### src/hdl/pip_pkg.sv
// shared constants, codes and command type for the point-in-polygon test block
// no dependencies; used by the datapath, controller and top modules of the block
package pip_pkg;

    // default sizing
    localparam int MAX_VERTICES_DEF = 1024;
    localparam int COORD_BITS_DEF   = 24;

    // fixed field widths
    localparam int INDEX_BITS = 10;
    localparam int COUNT_BITS = 11;

    // operation codes
    localparam logic FUNC_LOAD  = 1'b0;
    localparam logic FUNC_QUERY = 1'b1;

    // register stages from the store read to the parity flop
    localparam int PIPE_DEPTH = 3;

    // commands from controller to datapath
    typedef struct packed {
        logic wr_en;        // write one vertex
        logic rd_en;        // read one vertex
        logic edge_ok;      // read data closes an edge with the previous vertex
        logic query_start;  // latch point, clear parity
    } pip_cmd_t;

endpackage

### src/hdl/pip_controller.sv
// controller: item acceptance, vertex count register, edge walk sequencing
// depends on pip_pkg
module pip_controller #(
    parameter int MAX_VERTICES = pip_pkg::MAX_VERTICES_DEF
) (
    input  logic                            clk,
    input  logic                            rst_n,
    input  logic                            start,
    input  logic                            func,
    input  logic [pip_pkg::INDEX_BITS-1:0]  vertex_index,
    input  logic                            vertex_count_we,
    input  logic [pip_pkg::COUNT_BITS-1:0]  vertex_count,
    output logic                            busy,
    output logic                            done,
    output pip_pkg::pip_cmd_t               cmd,
    output logic [$clog2(MAX_VERTICES)-1:0] wr_addr,
    output logic [$clog2(MAX_VERTICES)-1:0] rd_addr
);

    localparam int AW = $clog2(MAX_VERTICES);
    localparam int NW = AW + 1;
    localparam int DW = $clog2(pip_pkg::PIPE_DEPTH);

    localparam logic [1:0] ST_IDLE  = 2'd0;
    localparam logic [1:0] ST_READ  = 2'd1;
    localparam logic [1:0] ST_DRAIN = 2'd2;
    localparam logic [1:0] ST_DONE  = 2'd3;

    localparam logic [DW-1:0] DRAIN_LAST = DW'(pip_pkg::PIPE_DEPTH - 1);

    logic [1:0]                     state_reg;
    logic [1:0]                     state_next;
    logic [AW-1:0]                  addr_reg;
    logic [AW-1:0]                  addr_next;
    logic [AW-1:0]                  last_reg;
    logic [AW-1:0]                  last_next;
    logic                           first_reg;
    logic                           first_next;
    logic [DW-1:0]                  cnt_reg;
    logic [DW-1:0]                  cnt_next;
    logic [pip_pkg::COUNT_BITS-1:0] count_reg;
    logic [NW-1:0]                  n_sat;
    logic                           index_ok;

    // count saturated at the store depth
    assign n_sat = (32'(count_reg) > 32'(MAX_VERTICES)) ? NW'(MAX_VERTICES) : NW'(count_reg);

    assign index_ok = (32'(vertex_index) < 32'(MAX_VERTICES));
    assign wr_addr  = AW'(32'(vertex_index));
    assign rd_addr  = addr_reg;
    assign busy     = (state_reg != ST_IDLE);
    assign done     = (state_reg == ST_DONE);

    // next state and commands
    always_comb
    begin
        state_next = state_reg;
        addr_next  = addr_reg;
        last_next  = last_reg;
        first_next = first_reg;
        cnt_next   = cnt_reg;
        cmd        = '0;
        case (state_reg)
            ST_IDLE:
            begin
                if (start)
                begin
                    if (func == pip_pkg::FUNC_QUERY)
                    begin
                        cmd.query_start = 1'b1;
                        if (n_sat == '0)
                        begin
                            state_next = ST_DONE;
                        end
                        else
                        begin
                            state_next = ST_READ;
                            addr_next  = AW'(n_sat - NW'(1));
                            last_next  = AW'(n_sat - NW'(1));
                            first_next = 1'b1;
                        end
                    end
                    else
                    begin
                        cmd.wr_en = index_ok;
                    end
                end
            end
            ST_READ:
            begin
                cmd.rd_en   = 1'b1;
                cmd.edge_ok = ~first_reg;
                if (first_reg)
                begin
                    first_next = 1'b0;
                    addr_next  = '0;
                end
                else if (addr_reg == last_reg)
                begin
                    state_next = ST_DRAIN;
                    cnt_next   = '0;
                end
                else
                begin
                    addr_next = addr_reg + AW'(1);
                end
            end
            ST_DRAIN:
            begin
                if (cnt_reg == DRAIN_LAST)
                begin
                    state_next = ST_DONE;
                end
                else
                begin
                    cnt_next = cnt_reg + DW'(1);
                end
            end
            ST_DONE:
            begin
                state_next = ST_IDLE;
            end
            default:
            begin
                state_next = ST_IDLE;
            end
        endcase
    end

    // control registers
    always_ff @(posedge clk or negedge rst_n)
    begin
        if (!rst_n)
        begin
            state_reg <= ST_IDLE;
            addr_reg  <= '0;
            last_reg  <= '0;
            first_reg <= 1'b0;
            cnt_reg   <= '0;
            count_reg <= '0;
        end
        else
        begin
            state_reg <= state_next;
            addr_reg  <= addr_next;
            last_reg  <= last_next;
            first_reg <= first_next;
            cnt_reg   <= cnt_next;
            if (vertex_count_we)
            begin
                count_reg <= vertex_count;
            end
        end
    end

endmodule

### config.mk
export PLATFORM = sky130hd
export DESIGN_NAME = pip_controller
export DESIGN_NICKNAME = d
export VERILOG_FILES = /design/src/hdl/pip_pkg.sv /design/src/hdl/pip_controller.sv
export SDC_FILE = /design/constraint.sdc
export NUM_CORES = 1
export LEC_CHECK = 0
export ABC_AREA = 1
export BUFFER_PORTS_ARGS = -buffer_cell sky130_fd_sc_hd__buf_2
export CAP_MARGIN = 20
export CORE_UTILIZATION = 35
export CTS_CLUSTER_SIZE = 28
export DETAILED_ROUTE_END_ITERATION = 16
export SYNTH_ARGS = -nofsm -noshare
export SYNTH_HDL_FRONTEND = slang
export SYNTH_SLANG_ARGS = --single-unit
### constraint.sdc
create_clock -name clk -period 2.5 [get_ports clk]
set_clock_uncertainty 0.05 [all_clocks]
set_input_delay 0.375 -clock clk [delete_from_list [all_inputs] [get_ports clk]]
set_output_delay 0.375 -clock clk [all_outputs]
set_load 0.02 [all_outputs]
==> impl.org, run 1 <==
** Floorplan
- The initialized floorplan defines 29 standard-cell rows.
- Die H :: 83.98 um
- Initial core utilization :: 0.3663
- Boundary pin count :: 52
- The floorplan step set the die width to 83.98 um.
- Total Die Area :: 7053 sq um
- Area of the core region :: 6422 sq um

** Route
- The detail route stage leaves a number of antenna-violating nets equal to 0.
- The final route contains 1982 vias.
- Routed met2 length :: 2222 um
- In the routed design, unresolved DRC markers number 4.
- Wire segments on met3 add up to 188 um in the final route.
- After detailed routing, the average wire length per cell comes to 11.93 um.
- Wires add up to 5010 um.
- Detailed-routing wirelength on met1 :: 2516 um
- Highest metal layer used by the detailed router :: met4
- Initial drt markers :: 95
- Dividing the detail-routed via count by the number of cells gives 4.719.
- Total iterations of the first detailed-routing run :: 10

** STA
- Setup repair after global routing left no endpoint under its margin.
- Actual transition at the worst max-transition pin :: 0.8307 ns
- Across all setup checks in the final design, the least slack found is 0.1969 ns.
- Tightest slew margin relative to the limit :: 0.4462
- Counting I/O delays and the setup requirement, the final critical path takes 2.303 ns.
- Static timing analysis puts the maximum clock frequency at 0.4342 GHz.
- Setup TNS Final :: 0 ns
- The max-slew violation count was 0.
- Of the available clock period, the critical path in the final layout requires 0.9212.
- Count of final hold-check violations :: 0
- Setup violations remaining at the end of the flow were counted as 0.

** Clock network
- CTS tree :: built
- Clock-pin slew of the registers on the worst-case setup and hold paths :: 0.07 ns
- In this run the clock root is driven by a sky130_fd_sc_hd__clkbuf_8.
- Quantity of hold-fixing buffers added after cts :: 0
- Maximum level of the CTS H-tree :: 2
- Total setup buffers inserted after CTS :: 0
- Clock latency on the worst-skew pair, taken at its later pin, is 0.30 ns.
- Counting along the longest clock path gives a buffer depth of 2.
- TritonCTS buffer count :: 5
- The clock drives 36 sinks.
- The number of gates resized after CTS was 0.

** Outcome
- Run status :: complete, but fails checks
- Failing checks :: design-rule violations

** Pwr
- Summed over all nets, the switching power comes to 1.338 mW.
- Part of the power in combinational logic :: 0.512
- Largest vdd supply drop :: 321.0 uV
- Cell internal power was estimated by the tool at 1.515 mW.
- Clk network pwr share :: 0.134
- Switching Share :: 0.4690
- Summing internal, switching and leakage power gives 2.854 mW.
- Power per unit of standard cell area :: 1103 nW/um^2
- Flop pwr share :: 0.353
- Leak :: 1.353 nW

** GRT
- For this run, the total global-route usage over all layers was measured as 0.1604.
- The initial antenna violation count came to 0.
- Entering global routing, the biggest net connects 37 pins.
- The first global-routing pass estimated 9004 um of wire.
- Number of global-route vias before repair :: 1999
- Aggregate global routing overflow :: 0

** Synth
- Post-synthesis average cell area :: 7.351 sq um
- By area the synthesized netlist is led by sky130_fd_sc_hd__dfrtp_1 38%, sky130_fd_sc_hd__nand2_1 17%, sky130_fd_sc_hd__inv_1 6.2%.
- Counting every instance in the synthesized netlist gives 320.
- Of the synthesized area, sequential elements account for 0.3830.
- Summed over all instances, the cell type with the most area after synthesis is sky130_fd_sc_hd__dfrtp_1.
- Synthesized cell area :: 2352 sq um
- Of the post-synthesis cell area, the dominant cell type holds 0.3830.
- Total of flip-flops plus latches after synthesis :: 36
- Number of distinct library cells after synthesis :: 32
- For this run, the number of Yosys warnings is 0.
- Post-Synthesis Net Count :: 353

** Critical path
- STA classifies the critical path endpoint as an output port.
- Critical path startpoint category :: register
- Arrival time of the worst setup path :: 1.88 ns
- For the worst setup path, the data required time is 2.08 ns.
- Crit Path Max Fanout :: 11
- Crit path kind :: reg2out

** Layout
- The register with the most flip-flops in the layout has 11 of them.
- Final cell count without fillers :: 420
- NumNets Final :: 378
- Number of antenna cells inserted :: 0
- Ratio of cells with drive above 1 in the final layout :: 0.1778
- Layout overhead on the synthesized area :: 9.947%
- At the end of the flow the core is filled with cells to 0.4027.

** Placement
- After detailed placement, the design holds a cell count of 415.
- The wire-length estimate of the detail-placed layout is 3832 um.
- Before CTS, the worst setup slack after placement is 0.3225 ns.
- Number of port buffers :: 31
- Final RePlAce weighted congestion :: 0.8398

** Flow run
- Number of max-cap violations :: 0

** Min path
- The worst hold path belongs to the class in2async.
[cell usage after synthesis, drive strengths merged]
| library cell | instances |
|---|---|
| o31ai | 2 |
| nand3b | 1 |
| nand3 | 21 |
| a21oi | 1 |
| ha | 7 |
| o21ai | 36 |
| nor3 | 4 |
| mux2 | 5 |
| or2 | 1 |
| xor2 | 1 |
| nand4 | 9 |
| nor2 | 20 |
| buf | 12 |
| o21a | 1 |
| o21bai | 3 |
| xnor2 | 6 |
| clkbuf | 4 |
| nand2 | 107 |
| o22ai | 1 |
| dfrtp | 36 |
| inv | 42 |
[cells in the final DEF, fill, tap and decap left out, drive strengths merged]
master and count:
nand4 9, o21ai 36, nor2 20, o22ai 1
buf 34, xor2 1, o21bai 3, nor3 4
o31ai 2, nand2 107, ha 7, or2 1
nand3 21, o21a 1, xnor2 6, clkbuf 5
inv 42, mux2 5, nand3b 1, a21oi 1
dfrtp 36
[layout make-up]
cell class              count  area (sq um)
clock buffers               5         68.82
multi-input cells         226          1185
repair buffers             34         177.7
inverters                  42         157.7
well taps                  77         96.34
fillers                   662          3836
flip-flops and latches     36         900.9
[power by group through the flow]
stage	Sequential [mW]	Combinational [mW]	Clock [mW]
floorplan	1.06	1.06	0
global placement	1.01	1.46	0
detailed placement	1.02	1.48	0
CTS	1.01	1.48	0.397
global route	1.05	1.69	0.426
finish	1.01	1.46	0.383
[per-layer routing]
| metal | GRT usage | up-vias |
|---|---|---|
| li1 | - | 1058 |
| met1 | 0.2076 | 882 |
| met2 | 0.2608 | 34 |
| met3 | 0.03363 | 8 |
| met4 | 0.06426 | 0 |
| met5 | 0 | - |
[worst paths after layout]
kind / startpoint / endpoint / slack [ns] / cells past startpoint
max: state_reg[1] / cmd[1] / 0.20 / 6
min: rst_n / count_reg[1] / 0.12 / 1
max reg2reg: count_reg[2] / last_reg[4] / 0.29 / 11
min reg2reg: cnt_reg[0] / cnt_reg[0] / 0.45 / 2
max in group asynchronous: rst_n / last_reg[7] / 1.75 / 1
min in group clk: vertex_count[2] / count_reg[2] / 0.23 / 3
[through the flow]
stage          cell area (sq um)  hold slack, ns
6_report                    2586          0.1247
5_1_grt                     2586          0.1951
4_1_cts                     2586          0.1542
3_5_place_dp                2517          0.4378
3_3_place_gp                2517          0.4224
2_1_floorplan               2352         0.02941
[logic make-up after synthesis]
kind of cell               Yosys count  share of synthesized area
AOI/OAI and AO/OA                   44                     0.1149
xor gates and xnor gates             7                    0.02606
adders and majority gates            7                    0.03723
buffers and inverters               58                     0.1133
DFF                                 36                     0.3830
muxes                                5                    0.02393
and+or+nand+nor                    163                     0.3016
[critical path, cell delays in order (launching register included)]
cell and delay [ns]:
sky130_fd_sc_hd__dfrtp_1 0.40, sky130_fd_sc_hd__inv_1 0.10, sky130_fd_sc_hd__ha_1 0.29, sky130_fd_sc_hd__inv_1 0.23, sky130_fd_sc_hd__nor2_1 0.17, sky130_fd_sc_hd__buf_4 0.20, sky130_fd_sc_hd__buf_2 0.19
Power figures use the tool's default switching activity.
==> run 2, diff against run 1 <==
Settings changed: BUFFER_PORTS_ARGS -buffer_cell sky130_fd_sc_hd__buf_2 to -buffer_cell sky130_fd_sc_hd__clkbuf_2, SLEW_MARGIN set to 20.
==> run 2 against run 1 <==
The run still ends with design-rule violations left. Sequential cell count is the same. Core utilization is 0.14 points higher. Routed wire length is 0.98% lower. Clock-buffer cell count rose by 1. Critical path type unchanged. Worst hold slack improved by 0.046 ns. Cell area up 0.34%. Critical endpoint unchanged. Via count shrank 0.20%.
==> impl.org, run 2 (synthesis gave the netlist of run 1 again) <==
** Critical path
- Arrival time of the worst setup path :: 1.88 ns (about the same)
- Number of cell instances on the worst register-to-register path :: 11 (unchanged)
- Worst path required time :: 2.08 ns (about the same)
- The critical register-to-register path endpoint is last_reg[4] (unchanged).
- The internal reg-to-reg setup slack was 0.31 ns (was 0.29 ns).
- Critical Path Sink Type :: output port (unchanged)
- The largest fanout on the critical path was 11 (unchanged).
- The start of the worst register-to-register path is count_reg[8] (was count_reg[2]).
- The startpoint type of the worst setup path was a register (unchanged).
- Crit path kind :: reg2out (unchanged)

** GRT
- The global-route congestion overflow total came to 0 (unchanged).
- Global-route wire length before repair :: 8700 um (was 9004 um)
- The pin count of the biggest net entering global routing is 37 (unchanged).
- Number of antenna violations at the first check in global routing :: 0 (unchanged)
- Number of global-route vias before repair :: 1883 (was 1999)
- The global-route usage over all layers was 0.1530 (was 0.1604).

** Outcome
- Run status: complete, but fails checks (unchanged).
- Failing checks: design-rule violations (unchanged).

** Layout
- Layout overhead on the synthesized area :: 10.32% (was 9.947%)
- Flip-flop count of the largest register, all copies and words added :: 11 (unchanged)
- The most common cell after layout, fill and taps aside is sky130_fd_sc_hd__nand2_1 (unchanged).
- NumNets Final :: 378 (unchanged)
- Number of antenna cells inserted :: 0 (unchanged)
- Commonest cells after routing, fill and taps aside: 106 x sky130_fd_sc_hd__nand2_1, 39 x sky130_fd_sc_hd__inv_1, 36 x sky130_fd_sc_hd__dfrtp_1, 31 x sky130_fd_sc_hd__clkbuf_2 (was 106 x sky130_fd_sc_hd__nand2_1, 39 x sky130_fd_sc_hd__inv_1, 36 x sky130_fd_sc_hd__dfrtp_1, 31 x sky130_fd_sc_hd__buf_2).
- The fraction of layout instances using a drive strength above 1 is 0.1797 (was 0.1778).

** STA
- Final worst-path cycle share :: 0.9200 (was 0.9212)
- Maximum achievable frequency :: 0.4348 GHz (was 0.4342 GHz)
- The minimum setup slack in the final design came to 0.1999 ns (was 0.1969 ns).
- The hold violation count in the final report is 0 (unchanged).
- The worst hold margin came to 0.1702 ns (was 0.1247 ns).
- Slew Viols, Final :: 0 (unchanged)
- The slew of the pin with the lowest slew margin was 0.9320 ns (was 0.8307 ns).
- Setup TNS Final :: 0 ns (unchanged)
- Final setup violating endpoints :: 0 (unchanged)
- Minimum clock period :: 2.300 ns (was 2.303 ns)
- Unrepaired setup endpoints after global routing: no (unchanged).
- Tightest slew margin relative to the limit :: 0.3787 (was 0.4462)

** Route
- The post-detailed-routing wire length came to 4961 um (was 5010 um).
- The via count is 1978 (was 1982).
- Total iterations of the first detailed-routing run :: 10 (unchanged)
- Per-cell via count in the routed design :: 4.687 (was 4.719)
- Routed WL per cell :: 11.76 um (was 11.93 um)
- Final routed DRC violation total :: 4 (unchanged)
- Initial drt markers :: 84 (was 95)
- The post-route antenna net violation count is 0 (unchanged).

** Floorplan
- The width of the chip came to 83.98 um (unchanged).
- Boundary pin count :: 52 (unchanged)
- The vertical extent of the die came to 83.98 um (unchanged).
- The die outline area is 7053 sq um (unchanged).
- Area of the core region :: 6422 sq um (unchanged)
- The number of rows created at floorplan was 29 (unchanged).
- Initial core utilization :: 0.3663 (unchanged)

** Placement
- The number of port buffers was 31 (unchanged).
- The setup slack at placement was 0.3154 ns (was 0.3225 ns).
- Detail Placement HPWL :: 3844 um (was 3832 um)
- Final RePlAce weighted congestion :: 0.7952 (was 0.8398)

** Pwr
- Power per unit of standard cell area :: 1102 nW/um^2 (was 1103 nW/um^2)
- The largest vdd supply drop is 340.3 uV (was 321.0 uV).
- Leak :: 1.358 nW (was 1.353 nW)
- Power consumption :: 2.860 mW (was 2.854 mW)

** Clock network
- The CTS tree is built (unchanged).
- The clock buffer count from CTS is 5 (unchanged).
- The hold buffer count at CTS was 0 (unchanged).
- The insertion delay to the later sink of the worst-skew pair came to 0.28 ns (was 0.30 ns).
- Post-CTS resize count :: 0 (unchanged)
- The number of post-CTS setup repair buffers was 0 (unchanged).
- Total number of clock tree sinks :: 36 (unchanged)
- The root buffer cell is sky130_fd_sc_hd__clkbuf_8 (unchanged).
- Clock-pin slew of the registers on the worst-case setup and hold paths :: 0.08 ns (was 0.07 ns)
- The clock tree buffer depth was 2 (unchanged).
- Maximum level of the CTS H-tree :: 2 (unchanged)

** Flow run
- The number of violations of the max-capacitance limit came to 0 (unchanged).

** Min path
- The worst min-delay path class is in2async (unchanged).
run 2: cell count changes in the layout (fill, tap and decap cells not counted), sizes merged:
cell	before	now
buf	34	3
clkinv	0	1
clkbuf	5	37
run 2: worst max-delay path by stage:
stage / endpoint / slack (ns) / cells after the start / start
global placement: last_reg[4] / 0.36 / 11 / count_reg[8]
CTS: cmd[1] / 0.18 / 6 / state_reg[1]
global route: cmd[1] / 0.02 / 6 / state_reg[1]
detailed placement: last_reg[4] / 0.32 / 11 / count_reg[2]
floorplan: last_reg[0] / 0.28 / 13 / count_reg[2]
finish: cmd[1] / 0.20 / 6 / state_reg[1]
run 2: stage by stage:
stage | std cells | cell area, sq um | utilization
2_1_floorplan | 320 | 2352 | -
3_3_place_gp | 415 | 2517 | 0.3920
3_5_place_dp | 415 | 2517 | 0.3920
4_1_cts | 422 | 2595 | 0.4041
5_1_grt | 422 | 2595 | 0.4041
6_report | 422 | 2595 | 0.4041
run 2: area by class of cell:
| type | count | area, sq um |
|---|---|---|
| multi-input combinational | 226 | 1185 |
| clock inverter | 1 | 5.005 |
| sequential | 36 | 900.9 |
| inverter | 42 | 157.7 |
| fill | 673 | 3827 |
| clock buffer | 6 | 72.57 |
| tap | 77 | 96.34 |
| timing repair buffer | 34 | 177.7 |
run 2: per-layer routing:
layer	up-vias	GRT usage	wire (um)
li1	1062	-	-
met1	875	0.2126	2582
met2	37	0.2452	2180
met3	4	0.02770	168
met4	0	0.03918	30
met5	-	0	0
run 2: worst max-delay path, stage by stage, from the launching register on:
cell,delay (ns)
sky130_fd_sc_hd__dfrtp_1,0.40
sky130_fd_sc_hd__inv_1,0.10
sky130_fd_sc_hd__ha_1,0.30
sky130_fd_sc_hd__inv_1,0.23
sky130_fd_sc_hd__nor2_1,0.17
sky130_fd_sc_hd__buf_4,0.20
sky130_fd_sc_hd__clkbuf_2,0.19
run 2: power by group:
part	internal (mW)	total [mW]	switching, mW	leakage (nW)
logic	0.537	1.45	0.911	0.872
clock network	0.190	0.397	0.207	0.0410
registers	0.795	1.01	0.220	0.444
total	1.52	2.86	1.34	1.36
